<file path="src/flva_pkg.sv">
// Shared types, widths and codes for the FEM load vector accumulator.
// Used by flva_mac and fem_load_vector_accumulator_top; depends on nothing.
package flva_pkg;

    localparam int FUNC_W         = 2;
    localparam int IDX_W          = 10;
    localparam int CNT_W          = 2;
    localparam int DATA_W         = 32;
    localparam int ACC_W          = 48;
    localparam int FRAC_W         = 24;
    localparam int MAX_COMPONENTS = 3;
    localparam int NUM_DOFS_DEF   = 1024;

    // rounded Q.24 product of two Q8.24 values: at most 2^38 in magnitude
    localparam int PROD_W = 2 * DATA_W;
    localparam int TERM_W = PROD_W - FRAC_W;
    localparam int DOT_W  = TERM_W + 1;
    localparam int MAG_W  = TERM_W;
    localparam int WIDE_W = 2 * MAG_W;

    // stream widths
    localparam int IN_FIELDS_W  = IDX_W + 9 * DATA_W;
    localparam int IN_TDATA_W   = ((IN_FIELDS_W + 7) / 8) * 8;
    localparam int OUT_TDATA_W  = ACC_W;
    localparam int OUT_TUSER_W  = 3;

    localparam int FLAG_AREA   = 0;
    localparam int FLAG_WEIGHT = 1;
    localparam int FLAG_SAT    = 2;

    localparam logic [FUNC_W-1:0] FUNC_ACC   = 2'd0;
    localparam logic [FUNC_W-1:0] FUNC_READ  = 2'd1;
    localparam logic [FUNC_W-1:0] FUNC_CLEAR = 2'd2;

    typedef logic signed [DATA_W-1:0] q824_t;

    typedef struct packed {
        logic                             start;
        logic [CNT_W-1:0]                 count;
        q824_t [MAX_COMPONENTS-1:0]       shape;
        q824_t [MAX_COMPONENTS-1:0]       src;
        q824_t                            jac;
        q824_t                            weight;
    } flva_mac_req_t;

    typedef struct packed {
        logic                    done;
        logic signed [ACC_W-1:0] contrib;
        logic                    sat;
    } flva_mac_rsp_t;

    function automatic logic [DATA_W-1:0] mag32(input q824_t v);
        logic [DATA_W-1:0] m;
        m = v[DATA_W-1] ? DATA_W'(-v) : DATA_W'(v);
        return m;
    endfunction

endpackage

</file>
<file path="src/flva_mac.sv">
// Contribution unit: dot product, jacobian times weight and the wide product,
// all on one shared 32x32 multiplier. Depends on flva_pkg.
module flva_mac
    import flva_pkg::*;
(
    input  logic          clk,
    input  logic          rst_n,
    input  flva_mac_req_t req,
    output flva_mac_rsp_t rsp
);

    localparam logic [2:0] PH_IDLE   = 3'd0;
    localparam logic [2:0] PH_PROD   = 3'd1;
    localparam logic [2:0] PH_DRAIN  = 3'd2;
    localparam logic [2:0] PH_WIDE   = 3'd3;
    localparam logic [2:0] PH_WDRAIN = 3'd4;
    localparam logic [2:0] PH_ROUND  = 3'd5;
    localparam logic [2:0] PH_CLAMP  = 3'd6;

    localparam logic [2:0] TAG_DOT = 3'd0;
    localparam logic [2:0] TAG_JW  = 3'd1;
    localparam logic [2:0] TAG_LL  = 3'd2;
    localparam logic [2:0] TAG_MID = 3'd3;
    localparam logic [2:0] TAG_HH  = 3'd4;

    localparam int Q_W = WIDE_W - FRAC_W;
    localparam logic [PROD_W-1:0] PROD_HALF = PROD_W'(1) << (FRAC_W - 1);
    localparam logic [WIDE_W-1:0] WIDE_HALF = WIDE_W'(1) << (FRAC_W - 1);
    localparam logic [Q_W-1:0]    POS_LIM   = {{(Q_W-ACC_W+1){1'b0}}, {(ACC_W-1){1'b1}}};
    localparam logic [Q_W-1:0]    NEG_LIM   = POS_LIM + Q_W'(1);
    localparam logic [1:0]        LAST_PART = 2'd3;

    logic [2:0]              phase_reg;
    logic [1:0]              iss_reg;
    logic [CNT_W-1:0]        n_eff;
    logic                    empty;

    logic                    issue;
    logic [2:0]              iss_tag;
    logic [DATA_W-1:0]       iss_opa;
    logic [DATA_W-1:0]       iss_opb;
    logic                    iss_neg;

    logic                    a_valid_reg;
    logic [2:0]              a_tag_reg;
    logic [DATA_W-1:0]       a_opa_reg;
    logic [DATA_W-1:0]       a_opb_reg;
    logic                    a_neg_reg;

    logic                    b_valid_reg;
    logic [2:0]              b_tag_reg;
    logic [PROD_W-1:0]       b_prod_reg;
    logic                    b_neg_reg;

    logic [PROD_W-1:0]       prod_rnd;
    logic [TERM_W-1:0]       term_mag;
    logic signed [TERM_W-1:0] term;
    logic [WIDE_W-1:0]       wide_add;
    logic [WIDE_W-1:0]       wide_rnd;

    logic signed [DOT_W-1:0]  dot_reg;
    logic signed [TERM_W-1:0] jw_reg;
    logic [MAG_W-1:0]         ma_reg;
    logic [MAG_W-1:0]         mb_reg;
    logic                     wneg_reg;
    logic [WIDE_W-1:0]        wide_reg;
    logic [Q_W-1:0]           q_reg;

    logic [Q_W-1:0]           lim;
    logic                     q_over;
    logic [ACC_W-1:0]         r48;

    logic                     done_reg;
    logic signed [ACC_W-1:0]  contrib_reg;
    logic                     sat_reg;

    logic [TERM_W-1:0]        jw_mag;
    logic [DOT_W-1:0]         dot_mag;

    always_comb
    begin
        if (req.count == '0)
            n_eff = CNT_W'(1);
        else if (req.count > CNT_W'(MAX_COMPONENTS))
            n_eff = CNT_W'(MAX_COMPONENTS);
        else
            n_eff = req.count;
    end

    assign empty = !a_valid_reg && !b_valid_reg;

    // operand select for the product issued this cycle
    always_comb
    begin
        issue   = 1'b0;
        iss_tag = TAG_DOT;
        iss_opa = '0;
        iss_opb = '0;
        iss_neg = 1'b0;
        case (phase_reg)
            PH_PROD:
            begin
                issue = 1'b1;
                if (CNT_W'(iss_reg) < n_eff)
                begin
                    iss_tag = TAG_DOT;
                    iss_opa = mag32(req.shape[iss_reg]);
                    iss_opb = mag32(req.src[iss_reg]);
                    iss_neg = req.shape[iss_reg][DATA_W-1] ^ req.src[iss_reg][DATA_W-1];
                end
                else
                begin
                    iss_tag = TAG_JW;
                    iss_opa = mag32(req.jac);
                    iss_opb = mag32(req.weight);
                    iss_neg = req.jac[DATA_W-1] ^ req.weight[DATA_W-1];
                end
            end
            PH_WIDE:
            begin
                issue = 1'b1;
                case (iss_reg)
                    2'd0:
                    begin
                        iss_tag = TAG_LL;
                        iss_opa = ma_reg[DATA_W-1:0];
                        iss_opb = mb_reg[DATA_W-1:0];
                    end
                    2'd1:
                    begin
                        iss_tag = TAG_MID;
                        iss_opa = ma_reg[DATA_W-1:0];
                        iss_opb = DATA_W'(mb_reg[MAG_W-1:DATA_W]);
                    end
                    2'd2:
                    begin
                        iss_tag = TAG_MID;
                        iss_opa = DATA_W'(ma_reg[MAG_W-1:DATA_W]);
                        iss_opb = mb_reg[DATA_W-1:0];
                    end
                    default:
                    begin
                        iss_tag = TAG_HH;
                        iss_opa = DATA_W'(ma_reg[MAG_W-1:DATA_W]);
                        iss_opb = DATA_W'(mb_reg[MAG_W-1:DATA_W]);
                    end
                endcase
            end
            default:
            begin
                issue = 1'b0;
            end
        endcase
    end

    // round magnitude to nearest, ties away from zero, then restore the sign
    always_comb
    begin
        prod_rnd = b_prod_reg + PROD_HALF;
        term_mag = prod_rnd[PROD_W-1:FRAC_W];
        term     = b_neg_reg ? -signed'(term_mag) : signed'(term_mag);
        case (b_tag_reg)
            TAG_LL:  wide_add = WIDE_W'(b_prod_reg);
            TAG_MID: wide_add = WIDE_W'(b_prod_reg) << DATA_W;
            default: wide_add = WIDE_W'(b_prod_reg) << (2 * DATA_W);
        endcase
        wide_rnd = wide_reg + WIDE_HALF;
        jw_mag   = jw_reg[TERM_W-1] ? TERM_W'(-jw_reg) : TERM_W'(jw_reg);
        dot_mag  = dot_reg[DOT_W-1] ? DOT_W'(-dot_reg) : DOT_W'(dot_reg);
        lim      = wneg_reg ? NEG_LIM : POS_LIM;
        q_over   = q_reg > lim;
        r48      = q_over ? lim[ACC_W-1:0] : q_reg[ACC_W-1:0];
    end

    always_ff @(posedge clk or negedge rst_n)
    begin
        if (!rst_n)
        begin
            phase_reg   <= PH_IDLE;
            iss_reg     <= '0;
            a_valid_reg <= 1'b0;
            b_valid_reg <= 1'b0;
            done_reg    <= 1'b0;
        end
        else
        begin
            a_valid_reg <= issue;
            b_valid_reg <= a_valid_reg;
            done_reg    <= (phase_reg == PH_CLAMP);
            case (phase_reg)
                PH_IDLE:
                begin
                    if (req.start)
                    begin
                        phase_reg <= PH_PROD;
                        iss_reg   <= '0;
                    end
                end
                PH_PROD:
                begin
                    if (CNT_W'(iss_reg) < n_eff)
                        iss_reg <= iss_reg + 2'd1;
                    else
                        phase_reg <= PH_DRAIN;
                end
                PH_DRAIN:
                begin
                    if (empty)
                    begin
                        phase_reg <= PH_WIDE;
                        iss_reg   <= '0;
                    end
                end
                PH_WIDE:
                begin
                    if (iss_reg == LAST_PART)
                        phase_reg <= PH_WDRAIN;
                    else
                        iss_reg <= iss_reg + 2'd1;
                end
                PH_WDRAIN:
                begin
                    if (empty)
                        phase_reg <= PH_ROUND;
                end
                PH_ROUND:
                begin
                    phase_reg <= PH_CLAMP;
                end
                PH_CLAMP:
                begin
                    phase_reg <= PH_IDLE;
                end
                default:
                begin
                    phase_reg <= PH_IDLE;
                end
            endcase
        end
    end

    always_ff @(posedge clk)
    begin
        if (issue)
        begin
            a_tag_reg <= iss_tag;
            a_opa_reg <= iss_opa;
            a_opb_reg <= iss_opb;
            a_neg_reg <= iss_neg;
        end
        b_prod_reg <= a_opa_reg * a_opb_reg;
        b_tag_reg  <= a_tag_reg;
        b_neg_reg  <= a_neg_reg;

        if (phase_reg == PH_IDLE && req.start)
            dot_reg <= '0;
        else if (b_valid_reg && b_tag_reg == TAG_DOT)
            dot_reg <= dot_reg + DOT_W'(term);

        if (b_valid_reg && b_tag_reg == TAG_JW)
            jw_reg <= term;

        if (phase_reg == PH_DRAIN && empty)
        begin
            ma_reg   <= jw_mag;
            mb_reg   <= dot_mag[MAG_W-1:0];
            wneg_reg <= jw_reg[TERM_W-1] ^ dot_reg[DOT_W-1];
            wide_reg <= '0;
        end
        else if (b_valid_reg && b_tag_reg != TAG_DOT && b_tag_reg != TAG_JW)
        begin
            wide_reg <= wide_reg + wide_add;
        end

        if (phase_reg == PH_ROUND)
            q_reg <= wide_rnd[WIDE_W-1:FRAC_W];

        if (phase_reg == PH_CLAMP)
        begin
            contrib_reg <= wneg_reg ? -signed'(r48) : signed'(r48);
            sat_reg     <= q_over;
        end
    end

    always_comb
    begin
        rsp.done    = done_reg;
        rsp.contrib = contrib_reg;
        rsp.sat     = sat_reg;
    end

endmodule

</file>
<file path="config.mk">
export PLATFORM = sky130hd
export DESIGN_NAME = flva_mac
export DESIGN_NICKNAME = d
export VERILOG_FILES = /design/src/flva_pkg.sv /design/src/flva_mac.sv
export SDC_FILE = /design/constraint.sdc
export NUM_CORES = 2
export LEC_CHECK = 0
export BUFFER_PORTS_ARGS = -buffer_cell sky130_fd_sc_hd__buf_2
export CAP_MARGIN = 10
export CORE_ASPECT_RATIO = 2
export CORE_MARGIN = 1.5
export CORE_UTILIZATION = 40
export DETAILED_ROUTE_END_ITERATION = 8
export HOLD_SLACK_MARGIN = 0.05
export SYNTH_ARGS = -nofsm -noshare
export SYNTH_HDL_FRONTEND = slang
export SYNTH_SLANG_ARGS = --single-unit
</file>
<file path="constraint.sdc">
create_clock -name clk -period 9.05 [get_ports clk]
set_input_delay 2.2625 -clock clk [delete_from_list [all_inputs] [get_ports clk]]
set_output_delay 2.2625 -clock clk [all_outputs]
set_load 0.02 [all_outputs]
</file>
* Word level (Yosys, flattened, before mapping)
Cells that the tools add are included.
Storage, ports and cells: input bits 261, logic and storage cells 123, register bits after elaboration 491, output and inout port bits 50
Operators by class: magnitude comparators 4, reduce and logical (&&, ||, !) cells 21, bitwise logic cells 3, $mul 1, $add $sub $neg 13, mux-type cells 39, equality and inequality tests 20
Operators by type and width (count):
- $mux W32 | 10
- $pmux W80 S2 | 1
- $mux W48 | 3
- $bmux W32 S2 | 2
- $neg A32 Y32 | 4
- $pmux W32 S2 | 2
- $neg A40 Y40 | 3
- $add A80 B24 Y80 const B | 1
- $add A80 B80 Y80 | 1
- $mux W40 | 2
- $add A64 B24 Y64 const B | 1
- $mul A32 B32 Y64 | 1
- $gt A56 B48 Y1 | 1
- $neg A48 Y48 | 1
- $add A41 B40 Y41 | 1
- $mux W39 | 1
- $pmux W3 S6 | 1
- $mux W3 | 5
- $ne A2 B2 Y1 const B | 7
- $eq A3 B2 Y1 const B | 4
- $mux W2 | 6
- $pmux W3 S2 | 2
- $reduce_and A5 Y1 | 2
- $eq A3 B3 Y1 const B | 3
- other kinds (18) | 36

* Logic depth before layout (Yosys ltp)
depth in word-level cells 6, mapped depth 31

* Worst setup path before layout
No wires, ideal clock.
path kind reg2reg, start point register a_opa_reg[5], end point register b_prod_reg[62], clock period less this slack 7562 ps, arrival time 7490 ps, setup time 72 ps, setup slack 1488 ps, stages on the path, launching flop included 29, buffers on the path 1, path through edfxtp_1 > clkbuf_1 > and2_1 > fa_1 > inv_1 > fa_1 > inv_1 > fa_1 > inv_1 > fa_1 > inv_1 > fa_1 > fa_1 > fa_1 > inv_1 > fa_1 > inv_1 > ha_1 > a21o_1 > a21o_1 > a2111o_1 > a31oi_1 > o21ai_0 > and3_1 > a211o_1 > a21oi_1 > o211ai_1 > a21oi_1 > xnor2_1
Between the ends: cells in the longest elaborated chain, start to end 1
RTL lines:
- from (decl) | line flva_mac.sv:46 | logic [DATA_W-1:0] a_opa_reg;
- from (signal assigned) | line flva_mac.sv:247 | a_opa_reg <= iss_opa;
- $mul A32 B32 Y64 | line flva_mac.sv:251 | b_prod_reg <= a_opa_reg * a_opb_reg;
- to (signal assigned) | line flva_mac.sv:251
- to (decl) | line flva_mac.sv:52 | logic [PROD_W-1:0] b_prod_reg;
Every way passes these cells. A chain may end at the register's enable or synchronous reset.

* Worst setup path after layout
start point register a_opa_reg[25], end point register b_prod_reg[58]
Same word-level chain as after synthesis.

==> qor.yml <==
run_status: "finished with violations"
violations: "capacitance limit"
number_of_instances_in_the_placed_design: 10155
number_of_antenna_violations_at_the_first_check_in_global_routing: 20
tritoncts: "built"
hold_violations: 0
vias_in_the_first_global_route: 60221
final_min_period_over_clock_period: 0.958
critPathMaxFanout: 20
yosysTopAreaCellShare: 0.261
synth_warnings: 0
synth.cell_area_mm2: 0.0688
hpwlAfterDp_um: 211000
placement_rows: 215
tightest_slew_ps: 1470
min-delay-path-class: "register to register"
final-instance-count-excl-fill: 10263
synth.area.top_cells: "sky130_fd_sc_hd__fa_1, sky130_fd_sc_hd__edfxtp_1, sky130_fd_sc_hd__ha_1, sky130_fd_sc_hd__and2_1, sky130_fd_sc_hd__nand2_1"
vias_per_cell: 5.64
synth-async-reset-ratio: 0.0163
mappedNetlistNets: 9446
numCtsBuffers: 50
ys_seq_elements: 491
arrival_ps: 9260
crit_path_frequent_cell: "sky130_fd_sc_hd__fa_1"
routabilityCongestion: 1.00
slowest_delay_ps: 790
total_of_buffers_placed_on_input_and_output_ports: 310
grt.overflow.total: 0
total_drc_errors_in_the_routed_layout: 0
sequential_element_share_of_the_synthesized_area: 0.186
routed_wire_length_per_instance_um: 25.0
drive_gt1_frac: 0.0808
clock_insertion_delay_worst_skew_ps: 690
cts.repair.resized: 0
synth.distinct_cells: 96
finalWirelength_um: 257000
post_cts_hold_buffer_count: 0
clock_sink_count: 491
multi_input_comb_area_mm2: 0.0506
netlist.top_cell.by_area: "sky130_fd_sc_hd__fa_1"
finalSetupViolations: 0
detailed_place.area_mm2: 0.0728
routed-via-count: 57871
largest_reg_flops: 80
seq_area_mm2: 0.0128
grt.total_usage: 0.294
ff2ff_path_depth: 25
timing.critical_path.from_type: "register"
cts_root_buffer: "sky130_fd_sc_hd__clkbuf_16"
fp.dieArea_mm2: 0.175
synth_flop_cell: "sky130_fd_sc_hd__edfxtp_1"
worst_relative_slew_slack: 0.0136
timing_max_transition_violations_final: 0
cts.reportedPaths.clkPinSlew_ps: 70
crit_path_top_delay_cell: "sky130_fd_sc_hd__fa_1"
maximum_number_of_pins_on_one_net_before_global_route_repair: 135
floorplan.initialDensity: 0.402
postLayoutCellArea_mm2: 0.0747
grt_setup_unrepaired: "no"
required_ps: 9650
final.setup_skew_ps: 46.9
drt_pass1_iterations: 9
drv_cap: 1
area_growth_syn_to_layout_pct: 8.57
fin_setup_tns_ps: 0
design.final.nets: 9536
synth_area_per_cell_um2: 8.77
clock_path_buffers: 3
design.portCount: 311
fmax_mhz: 115
chipHeight_um: 589
drc_marker_count_from_the_first_detailed_route_iteration: 4088
fillerInstances: 17103
synth_enable_flop_cells: 294
detail-route-antenna-nets: 0
postSynthCellCount: 7842
global_route_wire_length_before_repair_um: 377000
finalCriticalPeriod_ps: 8670
timing.hold.worst_path_depth: 0
width_of_the_chip_um: 296
cts_max_level: 2
floorplan.core_area_mm2: 0.171
critical_path_class: "register to register"
endpoint_kind: "register"
final timing paths:
path	slack (ps)	to	from
max reg2reg	380	b_prod_reg[58]	a_opa_reg[25]
min in group asynchronous	1420	a_valid_reg	rst_n
max in group asynchronous	7420	iss_reg[0]	rst_n
min reg2reg	380	b_valid_reg	a_valid_reg
max	380	b_prod_reg[58]	a_opa_reg[25]
min	380	b_valid_reg	a_valid_reg
cells in the final DEF (no fill, tap or decap), drive strengths merged, types with 54 or more instances in the layout:
| cell type | synthesis | layout |
|---|---|---|
| and2 | 667 | 667 |
| or3 | 60 | 60 |
| buf | 48 | 471 |
| inv | 1004 | 1016 |
| nand2 | 1027 | 1027 |
| dfxtp | 189 | 189 |
| o21ai | 356 | 356 |
| nand3 | 97 | 97 |
| xnor2 | 326 | 326 |
| a21o | 123 | 123 |
| a211oi | 54 | 54 |
| mux2i | 105 | 105 |
| nor2 | 325 | 325 |
| fa | 898 | 898 |
| xor2 | 155 | 155 |
| edfxtp | 294 | 294 |
| a21oi | 395 | 395 |
| clkbuf | 385 | 63 |
| nor3 | 103 | 103 |
| o31ai | 56 | 56 |
| nand4 | 80 | 80 |
| and3 | 59 | 59 |
| ha | 445 | 445 |
through the flow:
step / hold slack, ps / worst slack (ps) / util
floorplan: 323 / 1490 / -
global placement: 361 / 528 / 0.425
detailed placement: 367 / 469 / 0.425
CTS: 382 / 432 / 0.436
global route: 384 / 49.9 / 0.436
finish: 382 / 382 / 0.436
worst max-delay path: cells and delay by family, from the launching register on:
kind	cells	cell delay (ps)
compound gates	10	2100
xor+xnor	1	140
fa+ha+maj	9	4810
buf+inv	4	750
flops	1	660
simple gates	1	120
synth_stat cells (78+ instances only):
master                        n
sky130_fd_sc_hd__mux2i_1    105
sky130_fd_sc_hd__a21o_1     123
sky130_fd_sc_hd__xnor2_1    326
sky130_fd_sc_hd__nand4_1     78
sky130_fd_sc_hd__clkbuf_1   380
sky130_fd_sc_hd__dfxtp_1    189
sky130_fd_sc_hd__nand3_1     96
sky130_fd_sc_hd__inv_1     1003
sky130_fd_sc_hd__nor2_1     324
sky130_fd_sc_hd__a21oi_1    394
sky130_fd_sc_hd__edfxtp_1   294
sky130_fd_sc_hd__fa_1       898
sky130_fd_sc_hd__xor2_1     155
sky130_fd_sc_hd__ha_1       445
sky130_fd_sc_hd__o21ai_0    352
sky130_fd_sc_hd__nor3_1     100
sky130_fd_sc_hd__nand2_1   1026
sky130_fd_sc_hd__and2_1     666
kinds of logic after synthesis:
kind of cell | count (synthesis) | synth area share
buffers and inverters | 1437 | 0.0799
AOI/OAI and AO/OA | 1340 | 0.122
adders and majority gates | 1343 | 0.342
xor gates and xnor gates | 481 | 0.0612
DFF | 491 | 0.186
and+or+nand+nor | 2631 | 0.191
muxes | 119 | 0.0176
final cells by class:
class                   count  share of cell area
clock inverters            31             0.00618
well taps                2278              0.0382
clock buffers              63              0.0184
diodes                     11            0.000369
flip-flops and latches    491               0.172
multi-input cells        5914               0.677
inverters                1004              0.0505
repair buffers            471              0.0378
layer usage:
metal | share of wire | vias to the layer above | GRT usage
met2 | 0.52 | 2271 | 0.528
li1 | - | 25906 | -
met1 | 0.33 | 28810 | 0.297
met5 | 0.00027 | - | 0
met3 | 0.047 | 874 | 0.0299
met4 | 0.11 | 10 | 0.261
timing repair:
action,CTS,global route
setup endpoints to repair,0,2
endpoints found under the hold margin,0,0
buffers inserted,0,2
Power is left out: the tool's default activity adds up to more than one toggle a clock period on the data nets, which glitch-free logic cannot reach.
